### config.mk
export PLATFORM = sky130hd
export DESIGN_NAME = dicom_element_parser_core
export DESIGN_NICKNAME = d
export VERILOG_FILES = /design/src/sv/dep_pkg.sv /design/src/sv/dep_parse.sv /design/src/sv/dep_queue.sv /design/src/sv/dicom_element_parser_core.sv
export SDC_FILE = /design/constraint.sdc
export NUM_CORES = 2
export LEC_CHECK = 0
export BUFFER_PORTS_ARGS = -buffer_cell sky130_fd_sc_hd__buf_2
export CAP_MARGIN = 25
export CORE_MARGIN = 2
export CORE_UTILIZATION = 29
export DETAILED_ROUTE_END_ITERATION = 10
export HOLD_SLACK_MARGIN = 0.02
export PLACE_DENSITY_LB_ADDON = 0.05
export SYNTH_ARGS = -nofsm -noshare
export SYNTH_HDL_FRONTEND = slang
export SYNTH_HIERARCHICAL = 1
export SYNTH_SLANG_ARGS = --single-unit
### constraint.sdc
create_clock -name i_clk -period 47.9 [get_ports i_clk]
set_input_delay 7.185 -clock i_clk [delete_from_list [all_inputs] [get_ports i_clk]]
set_output_delay 7.185 -clock i_clk [all_outputs]
set_load 0.005 [all_outputs]
### src/sv/dep_pkg.sv
// Shared types, codes and decode functions of the element parser.
// No dependencies; used by every RTL file through scoped names.
package dep_pkg;

    // Record kinds.
    typedef enum logic [2:0] {
        KIND_HEADER = 3'd0,
        KIND_VALUE  = 3'd1,
        KIND_DONE   = 3'd2,
        KIND_STOP   = 3'd3,
        KIND_TRUNC  = 3'd4
    } t_kind;

    // Header sizes in bytes.
    localparam logic [3:0] HDR_SHORT = 4'd8;
    localparam logic [3:0] HDR_LONG  = 4'd12;

    // Two-character value representations, first character in the low byte.
    localparam logic [15:0] VR_OB = 16'h424F;
    localparam logic [15:0] VR_OD = 16'h444F;
    localparam logic [15:0] VR_OF = 16'h464F;
    localparam logic [15:0] VR_OL = 16'h4C4F;
    localparam logic [15:0] VR_OV = 16'h564F;
    localparam logic [15:0] VR_OW = 16'h574F;
    localparam logic [15:0] VR_UN = 16'h4E55;
    localparam logic [15:0] VR_SQ = 16'h5153;
    localparam logic [15:0] VR_UC = 16'h4355;
    localparam logic [15:0] VR_UR = 16'h5255;
    localparam logic [15:0] VR_UT = 16'h5455;
    localparam logic [15:0] VR_SS = 16'h5353;
    localparam logic [15:0] VR_US = 16'h5355;
    localparam logic [15:0] VR_SL = 16'h4C53;
    localparam logic [15:0] VR_UL = 16'h4C55;
    localparam logic [15:0] VR_FL = 16'h4C46;
    localparam logic [15:0] VR_FD = 16'h4446;

    // Output queue; the depth must be a power of two so the pointers wrap.
    localparam int unsigned QUEUE_DEPTH = 4;
    localparam int unsigned QUEUE_AW    = $clog2(QUEUE_DEPTH);
    localparam int unsigned QUEUE_CW    = $clog2(QUEUE_DEPTH + 1);

    typedef struct packed {
        logic [7:0] data_byte;
        logic       end_of_buffer;
    } t_in_item;

    typedef struct packed {
        t_kind        kind;
        logic [31:0]  tag_word;
        logic [15:0]  value_rep;
        logic [31:0]  value_length;
        logic [3:0]   header_bytes;
        logic [7:0]   value_byte;
        logic [63:0]  numeric_value;
        logic         is_numeric;
        logic         last_in_run;
    } t_out_item;

    // Records produced by one accepted byte, in delivery order.
    typedef struct packed {
        logic [1:0] count;
        t_out_item  first;
        t_out_item  second;
    } t_push;

    typedef struct packed {
        logic [3:0] size;
        logic       sgn;
    } t_num_info;

    function automatic logic [3:0] header_size(logic [15:0] vr, logic long_text);
        logic [3:0] hs;
        unique case (vr) inside
            VR_OB, VR_OD, VR_OF, VR_OL, VR_OV, VR_OW, VR_UN, VR_SQ: hs = HDR_LONG;
            VR_UC, VR_UR, VR_UT: hs = long_text ? HDR_LONG : HDR_SHORT;
            default: hs = HDR_SHORT;
        endcase
        return hs;
    endfunction

    function automatic t_num_info numeric_info(logic [15:0] vr);
        t_num_info ni;
        unique case (vr)
            VR_SS:   ni = '{size: 4'd2, sgn: 1'b1};
            VR_US:   ni = '{size: 4'd2, sgn: 1'b0};
            VR_SL:   ni = '{size: 4'd4, sgn: 1'b1};
            VR_UL:   ni = '{size: 4'd4, sgn: 1'b0};
            VR_FL:   ni = '{size: 4'd4, sgn: 1'b0};
            VR_FD:   ni = '{size: 4'd8, sgn: 1'b0};
            default: ni = '{size: 4'd0, sgn: 1'b0};
        endcase
        return ni;
    endfunction

    // First value of a numeric element; zero for other VRs or a value too short.
    function automatic logic [63:0] numeric_result(logic [15:0] vr, logic [31:0] len,
                                                   logic [63:0] acc);
        t_num_info  ni;
        logic [63:0] v;
        ni = numeric_info(vr);
        if (ni.size == 4'd0 || len < {28'd0, ni.size}) begin
            v = 64'd0;
        end else begin
            case (ni.size)
                4'd2:    v = {{48{acc[15] & ni.sgn}}, acc[15:0]};
                4'd4:    v = {{32{acc[31] & ni.sgn}}, acc[31:0]};
                default: v = acc;
            endcase
        end
        return v;
    endfunction

    function automatic t_out_item make_record(t_kind kind, logic [31:0] tag,
                                              logic [15:0] vr, logic [31:0] len,
                                              logic known, logic long_text,
                                              logic [7:0] vbyte, logic [63:0] num);
        t_out_item r;
        t_num_info ni;
        ni              = numeric_info(vr);
        r.kind          = kind;
        r.tag_word      = tag;
        r.value_rep     = vr;
        r.value_length  = len;
        r.header_bytes  = known ? header_size(vr, long_text) : 4'd0;
        r.value_byte    = vbyte;
        r.numeric_value = num;
        r.is_numeric    = known && (ni.size != 4'd0);
        r.last_in_run   = 1'b0;
        return r;
    endfunction

endpackage

### src/sv/dep_parse.sv
// Per-byte parser state machine and record builder of the element parser.
// Depends on dep_pkg.
module dep_parse (
    input  logic              i_clk,
    input  logic              i_rst_n,
    input  logic              i_accept,
    input  dep_pkg::t_in_item i_item,
    input  logic              i_cfg_we,
    input  logic              i_cfg_wdata,
    output dep_pkg::t_push    o_push
);

    typedef enum logic {
        PH_HEADER,
        PH_VALUE
    } t_phase;

    t_phase      r_phase,   n_phase,   m_phase;
    logic [3:0]  r_hcnt,    n_hcnt,    m_hcnt;
    logic [31:0] r_tag,     n_tag,     m_tag;
    logic [15:0] r_vr,      n_vr,      m_vr;
    logic [31:0] r_len,     n_len,     m_len;
    logic [31:0] r_rem,     n_rem,     m_rem;
    logic [63:0] r_acc,     n_acc,     m_acc;
    logic [3:0]  r_vidx,    n_vidx,    m_vidx;
    logic        r_stopped, n_stopped, m_stopped;
    logic        r_long_text;

    logic [7:0]         b;
    logic [3:0]         hs;
    logic               boundary;
    logic               mid_elem;
    logic [1:0]         nrec;
    dep_pkg::t_out_item rec0, rec1;

    assign b = i_item.data_byte;

    always_comb begin
        m_phase   = r_phase;
        m_hcnt    = r_hcnt;
        m_tag     = r_tag;
        m_vr      = r_vr;
        m_len     = r_len;
        m_rem     = r_rem;
        m_acc     = r_acc;
        m_vidx    = r_vidx;
        m_stopped = r_stopped;
        hs        = dep_pkg::HDR_SHORT;
        boundary  = 1'b0;
        nrec      = 2'd0;
        rec0      = '0;
        rec1      = '0;

        if (r_stopped) begin
            boundary = 1'b1;
        end else if (r_phase == PH_HEADER) begin
            if (r_hcnt == 4'd0) begin
                m_tag  = '0;
                m_vr   = '0;
                m_len  = '0;
                m_rem  = '0;
                m_acc  = '0;
                m_vidx = '0;
            end
            if (r_hcnt < 4'd4) begin
                m_tag[{r_hcnt[1:0], 3'b000} +: 8] = b;
            end else if (r_hcnt < 4'd6) begin
                m_vr[{r_hcnt[0], 3'b000} +: 8] = b;
            end
            hs = dep_pkg::header_size(m_vr, r_long_text);
            if (r_hcnt >= 4'd6) begin
                if (hs == dep_pkg::HDR_SHORT) begin
                    m_len[{r_hcnt[1:0] - 2'd2, 3'b000} +: 8] = b;
                end else if (r_hcnt >= 4'd8) begin
                    m_len[{r_hcnt[1:0], 3'b000} +: 8] = b;
                end
            end
            m_hcnt = r_hcnt + 4'd1;
            if (r_hcnt == 4'd3 && m_tag == 32'd0) begin
                nrec      = 2'd1;
                rec0      = dep_pkg::make_record(dep_pkg::KIND_STOP, m_tag, m_vr, m_len,
                                                 1'b0, r_long_text, 8'd0, 64'd0);
                m_stopped = 1'b1;
                boundary  = 1'b1;
            end else if (r_hcnt >= 4'd6 && m_hcnt == hs) begin
                // The header record goes out before the phase moves on, so the
                // representation still reads as unknown in it.
                m_hcnt = 4'd0;
                nrec   = 2'd1;
                rec0   = dep_pkg::make_record(dep_pkg::KIND_HEADER, m_tag, m_vr, m_len,
                                              1'b0, r_long_text, 8'd0, 64'd0);
                if (m_len == 32'd0) begin
                    nrec     = 2'd2;
                    rec1     = dep_pkg::make_record(dep_pkg::KIND_DONE, m_tag, m_vr, m_len,
                                                    1'b0, r_long_text, 8'd0,
                                                    dep_pkg::numeric_result(m_vr, m_len,
                                                                            m_acc));
                    boundary = 1'b1;
                end else begin
                    m_phase = PH_VALUE;
                    m_rem   = m_len;
                end
            end
        end else begin
            if (r_vidx < 4'd8) begin
                m_acc[{r_vidx[2:0], 3'b000} +: 8] = b;
                m_vidx = r_vidx + 4'd1;
            end
            m_rem = r_rem - 32'd1;
            nrec  = 2'd1;
            rec0  = dep_pkg::make_record(dep_pkg::KIND_VALUE, m_tag, m_vr, m_len,
                                         1'b1, r_long_text, b, 64'd0);
            if (m_rem == 32'd0) begin
                nrec     = 2'd2;
                rec1     = dep_pkg::make_record(dep_pkg::KIND_DONE, m_tag, m_vr, m_len,
                                                1'b1, r_long_text, 8'd0,
                                                dep_pkg::numeric_result(m_vr, m_len, m_acc));
                m_phase  = PH_HEADER;
                m_hcnt   = 4'd0;
                boundary = 1'b1;
            end
        end

        // A buffer that ends inside an element appends a truncation record.
        mid_elem = !boundary && !(m_phase == PH_HEADER && m_hcnt == 4'd0);
        if (i_item.end_of_buffer && mid_elem && nrec != 2'd2) begin
            if (nrec == 2'd0) begin
                rec0 = dep_pkg::make_record(dep_pkg::KIND_TRUNC, m_tag, m_vr, m_len,
                                            (m_phase == PH_VALUE) || (m_hcnt >= 4'd6),
                                            r_long_text, 8'd0, 64'd0);
            end else begin
                rec1 = dep_pkg::make_record(dep_pkg::KIND_TRUNC, m_tag, m_vr, m_len,
                                            (m_phase == PH_VALUE) || (m_hcnt >= 4'd6),
                                            r_long_text, 8'd0, 64'd0);
            end
            nrec = nrec + 2'd1;
        end

        if (nrec == 2'd1) begin
            rec0.last_in_run = 1'b1;
        end else if (nrec == 2'd2) begin
            rec1.last_in_run = 1'b1;
        end

        if (i_item.end_of_buffer) begin
            n_phase   = PH_HEADER;
            n_hcnt    = '0;
            n_tag     = '0;
            n_vr      = '0;
            n_len     = '0;
            n_rem     = '0;
            n_acc     = '0;
            n_vidx    = '0;
            n_stopped = 1'b0;
        end else begin
            n_phase   = m_phase;
            n_hcnt    = m_hcnt;
            n_tag     = m_tag;
            n_vr      = m_vr;
            n_len     = m_len;
            n_rem     = m_rem;
            n_acc     = m_acc;
            n_vidx    = m_vidx;
            n_stopped = m_stopped;
        end

        o_push.count  = i_accept ? nrec : 2'd0;
        o_push.first  = rec0;
        o_push.second = rec1;
    end

    always_ff @(posedge i_clk) begin
        if (!i_rst_n) begin
            r_phase     <= PH_HEADER;
            r_hcnt      <= '0;
            r_tag       <= '0;
            r_vr        <= '0;
            r_len       <= '0;
            r_rem       <= '0;
            r_acc       <= '0;
            r_vidx      <= '0;
            r_stopped   <= 1'b0;
            r_long_text <= 1'b1;
        end else begin
            if (i_accept) begin
                r_phase   <= n_phase;
                r_hcnt    <= n_hcnt;
                r_tag     <= n_tag;
                r_vr      <= n_vr;
                r_len     <= n_len;
                r_rem     <= n_rem;
                r_acc     <= n_acc;
                r_vidx    <= n_vidx;
                r_stopped <= n_stopped;
            end
            if (i_cfg_we) begin
                r_long_text <= i_cfg_wdata;
            end
        end
    end

endmodule

### src/sv/dep_queue.sv
// Small record queue that takes up to two records per cycle and hands out one.
// Depends on dep_pkg.
module dep_queue (
    input  logic               i_clk,
    input  logic               i_rst_n,
    input  dep_pkg::t_push     i_push,
    output logic               o_room,
    output logic               o_valid,
    input  logic               i_ready,
    output dep_pkg::t_out_item o_data
);

    dep_pkg::t_out_item r_mem [dep_pkg::QUEUE_DEPTH];

    logic [dep_pkg::QUEUE_AW-1:0] r_wr, r_rd, wr_next;
    logic [dep_pkg::QUEUE_CW-1:0] r_count;
    logic                         pop;

    assign pop     = (r_count != '0) && i_ready;
    assign wr_next = r_wr + dep_pkg::QUEUE_AW'(1);
    assign o_valid = (r_count != '0);
    assign o_data  = r_mem[r_rd];
    assign o_room  = r_count <= dep_pkg::QUEUE_CW'(dep_pkg::QUEUE_DEPTH - 2);

    always_ff @(posedge i_clk) begin
        if (!i_rst_n) begin
            r_wr    <= '0;
            r_rd    <= '0;
            r_count <= '0;
        end else begin
            r_wr    <= r_wr + dep_pkg::QUEUE_AW'(i_push.count);
            r_rd    <= r_rd + dep_pkg::QUEUE_AW'(pop);
            r_count <= r_count + dep_pkg::QUEUE_CW'(i_push.count)
                       - dep_pkg::QUEUE_CW'(pop);
        end
    end

    always_ff @(posedge i_clk) begin
        if (i_push.count != 2'd0) begin
            r_mem[r_wr] <= i_push.first;
        end
        if (i_push.count == 2'd2) begin
            r_mem[wr_next] <= i_push.second;
        end
    end

endmodule

### src/sv/dicom_element_parser_core.sv
// Top level of the explicit-VR little-endian element parser.
// Depends on dep_pkg, dep_parse and dep_queue.
//
// The block takes an encoded element stream one byte per transfer on the input
// channel (i_in_valid / o_in_ready, payload i_in_data) and delivers records on
// the output channel (o_out_valid / i_out_ready, payload o_out_data). Each byte
// causes zero, one or two records; the last record of a byte has last_in_run
// set. Per element the records are a header record, one record per value byte
// and a done record, which carries the first numeric value for SS, US, SL, UL,
// FL and FD. A zero tag gives a stop record and silences the parser until the
// byte flagged end_of_buffer; a buffer that ends inside an element gives a
// truncation record. After any end_of_buffer byte the parser starts afresh.
//
// The records of a byte are registered into the output queue at its transfer.
// The parser accepts one byte per cycle while the queue has room; the output
// delivers one record per cycle while the receiver is ready. The output rate is
// set by the single read port of the four-entry output queue.
//
// The input is ready while the queue has room for two records, so a stalled
// receiver backs up into the input once three records wait; nothing is dropped.
// Reset clears the parser state and the queue and sets the configuration bit
// (UC, UR, UT take the long header) to one; i_cfg_we writes i_cfg_wdata into it.
module dicom_element_parser_core (
    input  logic               i_clk,
    input  logic               i_rst_n,
    input  logic               i_in_valid,
    output logic               o_in_ready,
    input  dep_pkg::t_in_item  i_in_data,
    output logic               o_out_valid,
    input  logic               i_out_ready,
    output dep_pkg::t_out_item o_out_data,
    input  logic               i_cfg_we,
    input  logic               i_cfg_wdata
);

    logic           accept;
    dep_pkg::t_push push;

    // A byte is taken only when the queue can hold every record it may cause.
    assign accept = i_in_valid && o_in_ready;

    dep_parse u_parse (
        .i_clk       (i_clk),
        .i_rst_n     (i_rst_n),
        .i_accept    (accept),
        .i_item      (i_in_data),
        .i_cfg_we    (i_cfg_we),
        .i_cfg_wdata (i_cfg_wdata),
        .o_push      (push)
    );

    // The queue registers the records and parts the two channels.
    dep_queue u_queue (
        .i_clk   (i_clk),
        .i_rst_n (i_rst_n),
        .i_push  (push),
        .o_room  (o_in_ready),
        .o_valid (o_out_valid),
        .i_ready (i_out_ready),
        .o_data  (o_out_data)
    );

endmodule

After elaboration in Yosys (flattened, before gate mapping):

Memories as Yosys holds them, arrays and structs flattened. A register that Yosys moved wholly into a read port is not among the register bits.
Index checks and enable logic that the tools add are counted.

* reduce and logical (&&, ||, !) cells: 41
* equal/unequal tests: 64
* $add $sub $neg: 14
* mux-type cells: 137
* shifts and indexed selects: 8
* order comparisons: 9
* bitwise operators: 5

Operators by type and width (number)
* 161-bit 2-to-1 mux: 11
* 32-bit 2-to-1 mux: 27
* 16-bit by 15-bit == test with 1-bit output (second input constant): 51
* 64-bit 2-to-1 mux: 11
* 160-bit 2-to-1 mux: 2
* 64-bit case mux with 2 select lines: 2
* 16-bit 2-to-1 mux: 10
* 158-bit 2-to-1 mux: 1
* 32-bit bitwise mux: 3
* 32-bit zero test: 3
* 5-bit case mux with 5 select lines: 3
* 5-bit 2-to-1 mux: 14
* 64-bit bitwise mux: 1
* 32-bit by 4-bit less-than comparator with 1-bit output: 2
* 8-bit by 7-bit variable shift with 32-bit output (first input constant): 2
* 8-bit by 8-bit variable shift with 64-bit output (first input constant): 1
* 8-bit by 7-bit variable part select with 32-bit output: 2
* 8-bit by 8-bit variable part select with 64-bit output: 1
* 4-bit 2-to-1 mux: 14
* 32-bit by 1-bit subtractor with 32-bit output (second input constant): 1
* 1-bit 2-to-1 mux: 24
* 4-bit case mux with 2 select lines: 3
* 8-bit OR reduction: 3
* 2-bit 2-to-1 mux: 9
* other kinds (41): 77

* output and inout bits: 163
* memories: 1
* logic and storage cells: 292
* RAM bits: 644
* register bits after elaboration: 194
* bits of input ports: 15

Memory list
* u_queue.r_mem: depth 4, width 161, read ports 1, clocked after Yosys merged registers in 1, write ports 2, line dep_queue.sv:13 `dep_pkg::t_out_item r_mem [dep_pkg::QUEUE_DEPTH];`

Depth between registers and ports, before layout:

* depth after elaboration: 38
* gate-level depth with buffers: 30
* mapped depth without buffers: 26

Hierarchy:

Netlist, hierarchy kept.

By module, submodules not included
* dep_queue: cells an instance 1602, instances 1, area an instance 31445.2 um^2, seq. area each 19478.7 um^2
* dep_parse: cells an instance 2683, instances 1, area an instance 17500.5 um^2, seq. area each 3743.6 um^2
* dicom_element_parser_core: cells an instance 1, instances 1, area an instance 6.3 um^2, seq. area each 0.0 um^2

Least setup slack after synthesis:

Ideal clock, no wire load.

* path type: input -> register
* start point: input port i_in_data[3] (netlist name)
* end point: memory u_queue/r_mem[0][0] (netlist name), enable pin
* arrival: 22.626 ns
* cell stages on the path: 20
* path slack: 24.370 ns
* data required time: 46.996 ns
* buffers on the path: 1
* path through: clkbuf_1 mux2_2 nand2_1 o32ai_1 nand3_1 or4_4 o311a_1 a221oi_1 or2_1 inv_2 or4_1 and4bb_2 a21oi_1 o21bai_1 ha_1 nor2_2 xor2_1 nor2_1 o21bai_1 o21ai_0

RTL lines
* from (decl): line dicom_element_parser_core.sv:28 `input dep_pkg::t_in_item i_in_data,`
* to (decl): line dep_queue.sv:13

==> results.py <==
metrics = {
    "outcome": {
        "status": "finished, final reports clean",
    },
    "synth": {
        "synth_largest_area_cell": "edfxtp_1",
        "netlist_top_cells_count": "edfxtp_1, nor2_1, mux2_2, nand2_1, mux2_1",
        "synth_top_flop_cell": "edfxtp_1",
        "synthDistinctLibCells": 101,
        "netlist_instances": 4286,
        "async_reset_ff_share_pct": 0,
        "synth_most_common_cell": "edfxtp_1",
        "yosys_warnings": 6,
        "syn_area_um2": 49000,
        "ys_seq_elements": 838,
        "ys_seq_area_share_pct": 47.4,
        "syn_avg_cell_area_um2": 11.4,
        "synth_top_area_share_pct": 39.5,
        "synthTopCellsByArea": "edfxtp_1, mux2_2, dfxtp_1",
        "synth_edf_count": 644,
    },
    "grt": {
        "grt_pass1_wl_mm": 267,
        "gr-total-overflow": 0,
        "antenna_found_initial": 3,
        "grt_pass1_vias": 36493,
        "grt_start_max_net_pins": 113,
        "grtUsageTotal_pct": 20.7,
    },
    "cts": {
        "clock_path_buffers": 3,
        "cts_tree": "done",
        "postCtsSetupBuffers": 0,
        "cts-root-buf": "clkbuf_16",
        "cts.sinks": 838,
        "clock_latency_ns": 0.76,
        "ctsResizeCount": 0,
        "path_clk_slew_ns": 0.06,
        "hold_buffers": 0,
        "cts_buffers": 109,
        "cts_htree_levels": 3,
    },
    "sta": {
        "relSlewSlack_pct": 26.5,
        "fin_worst_skew_ns": 0.0385,
        "hold_violations": 0,
        "worst-slew-pin-transition_ns": 1.09,
        "finalCritPeriodShare_pct": 31.6,
        "setup_viol": 0,
        "final-max-slew-violation-count": 0,
        "finalSetupTns_ns": 0,
        "finalCriticalPeriod_ns": 15.12,
        "rsz0062_at_grt": "no",
        "max_freq_ghz": 0.0661,
    },
    "hold_path": {
        "worstHoldStart": "u_parse/r_rem[19]",
        "min_path_type": "reg2reg",
    },
    "critical_path": {
        "crit_end": "u_queue/r_mem[0][101]",
        "worstSetupPathDepth": 24,
        "cp_max_fo": 43,
        "cp-start-kind": "primary input",
        "timing.rr.start": "u_parse/r_hcnt[0]",
        "r2r_cells": 25,
        "worstSetupPathType": "in2reg",
        "cp-end-kind": "flop",
        "critPathSlowestCell": "buf_4",
        "crit_path_start": "i_in_data[4]",
        "cp_num_buf_inv": 6,
        "path_cells": "buf_2 > buf_4 > nor3_1 > o221a_2 > a41oi_1 > nor2_1 > a22oi_1 > o311ai_4 > buf_4 > nor2_1 > a21oi_1 > or4_1 > and4bb_2 > a21oi_1 > buf_4 > o21bai_1 > ha_1 > nor2_2 > xor2_1 > nor2_1 > o21bai_1 > o21ai_4 > buf_4 > buf_4",
        "arrival_ns": 15.49,
        "crit_top_cell": "buf_4",
        "critPathTopFamily": "buffers and inverters",
        "r2r-end": "u_queue/r_mem[0][101]",
        "cpPeakStageDelay_ns": 0.75,
        "rrSetupSlack_ns": 38.36,
        "critPathRequiredTime_ns": 48.27,
    },
    "final_layout": {
        "drive_gt1_share_pct": 23.5,
        "fin_nets": 4367,
        "flow.area_growth_from_synthesis_pct": 12.6,
        "final_util_pct": 32.9,
        "n_fill_cell": 17045,
    },
    "pwr": {
        "p_leak_nw": 19.0,
        "vdd.ir_drop.worst_mv": 0.0271,
        "power_density_nw_per_um2": 36.4,
    },
    "die": {
        "coreArea_um2": 167000,
        "top_level_ports": 178,
        "fp.dieArea_um2": 172000,
        "die_h_um": 415,
        "rows": 150,
        "die-width_um": 415,
        "start_util_pct": 29.2,
    },
    "run": {
        "max_cap_violations": 0,
    },
    "detailed_routing": {
        "viasPerCell": 5.42,
        "wl_per_cell_um": 27.5,
        "firstDrtPassIters": 7,
        "vias": 35960,
        "drtAntennaViolNets": 0,
        "drtIter0Drc": 2894,
        "wirelength_mm": 182,
        "drc": 0,
    },
    "placement": {
        "place_congestion": 0.861,
        "io_buffers": 177,
        "dpl.hpwl_mm": 113,
    },
}
## flip-flops by register name, summed over array words and instances (netlist names)
signal	flops
u_queue/r_wr	2
u_parse/r_len	32
u_parse/r_rem	32
u_parse/r_acc	64
u_parse/r_phase	1
u_parse/r_hcnt	4
u_parse/r_long_text	1
u_queue/r_count	3
u_parse/r_stopped	1
u_parse/r_tag	32
u_queue/r_rd	2
u_parse/r_vr	16
u_parse/r_vidx	4
u_queue/r_mem	644
## logic make-up after synthesis
logic type / Yosys count / synth area share (%)
adder cells (fa/ha/maj): 23 / 0.603
XOR/XNOR: 18 / 0.378
other: 1 / 0.00766
flip-flops: 838 / 47.4
buffers and inverters: 472 / 5.15
AO/OA/AOI/OAI: 964 / 12.8
multiplexers: 851 / 23.2
AND/OR/NAND/NOR: 1119 / 10.4
## worst reg2reg max path: cells and delay by family, from the launching register on
| family | cells | cell delay, ns |
|---|---|---|
| DFF | 1 | 0.31 |
| buffers and inverters | 7 | 3.06 |
| adders and majority gates | 2 | 0.55 |
| muxes | 1 | 0.17 |
| AOI/OAI and AO/OA | 7 | 1.90 |
| xor gates and xnor gates | 1 | 0.16 |
| and+or+nand+nor | 7 | 2.91 |
## power by group
part	switching [mW]	internal [mW]
Combinational	0.209	0.145
Sequential	0.0181	0.807
Clock	0.341	0.486
Total	0.568	1.44
## cells in the final DEF, fill, tap and decap left out, types with 25 or more instances in the layout
master	Yosys	routed
buf_2	70	178
o21a_1	39	39
mux2_2	371	371
mux2_1	277	277
edfxtp_1	644	644
nor2_1	486	478
a21oi_1	263	261
o21ai_0	181	178
a32oi_1	26	26
dfxtp_1	194	192
and2_1	27	27
a22o_1	50	50
nor4_1	26	25
nand3_1	55	55
inv_1	41	40
buf_4	104	102
clkbuf_16	0	110
mux4_2	161	161
conb_1	1	77
nor3_1	50	49
clkbuf_1	200	30
a31oi_1	46	46
nand2_1	308	307
mux2i_1	41	41
a22oi_1	178	178
## through the flow
stage / instances / hold WS [ns] / power, mW / setup slack (ns) / area (um^2)
after global placement: 6418 / 0.467 / 1.20 / 32.14 / 51500
after CTS: 6628 / 0.490 / 2.04 / 32.79 / 55100
final: 6631 / 0.486 / 2.01 / 32.78 / 55100
after detailed placement: 6421 / 0.478 / 1.20 / 32.04 / 51500
after floorplan: 4362 / 0.445 / 1.06 / 24.37 / 49200
after global routing: 6630 / 0.519 / 2.10 / 32.33 / 55100
## metal layers
metal / share of wire, % / vias to the layer above / global-route usage (%)
li1: - / 16386 / -
met1: 47 / 18443 / 29.2
met2: 46 / 928 / 33.0
met3: 4.0 / 203 / 2.48
met4: 2.6 / 0 / 6.19
met5: 0 / - / 0
## how the worst min path moves through the flow
stage,cells past startpoint,end
final,2,u_parse/r_rem[19]
after global routing,2,u_parse/r_acc[3]
after CTS,2,u_parse/r_rem[19]
after detailed placement,2,u_parse/r_rem[19]
after global placement,2,u_parse/r_rem[19]
after floorplan,2,u_parse/r_rem[19]
## layout make-up
| cell class | count | area, um^2 | area share [%] |
|---|---|---|---|
| clock buffers | 156 | 3090 | 5.60 |
| flip-flops and latches | 838 | 23200 | 42.1 |
| repair buffers | 283 | 1720 | 3.11 |
| inverters | 45 | 174 | 0.316 |
| clock inverters | 51 | 497 | 0.901 |
| well taps | 2204 | 2760 | 5.00 |
| diodes | 2 | 5.00 | 0.00908 |
| multi-input cells | 3052 | 23700 | 42.9 |
No activity file was read; power rests on OpenSTA's default activity.
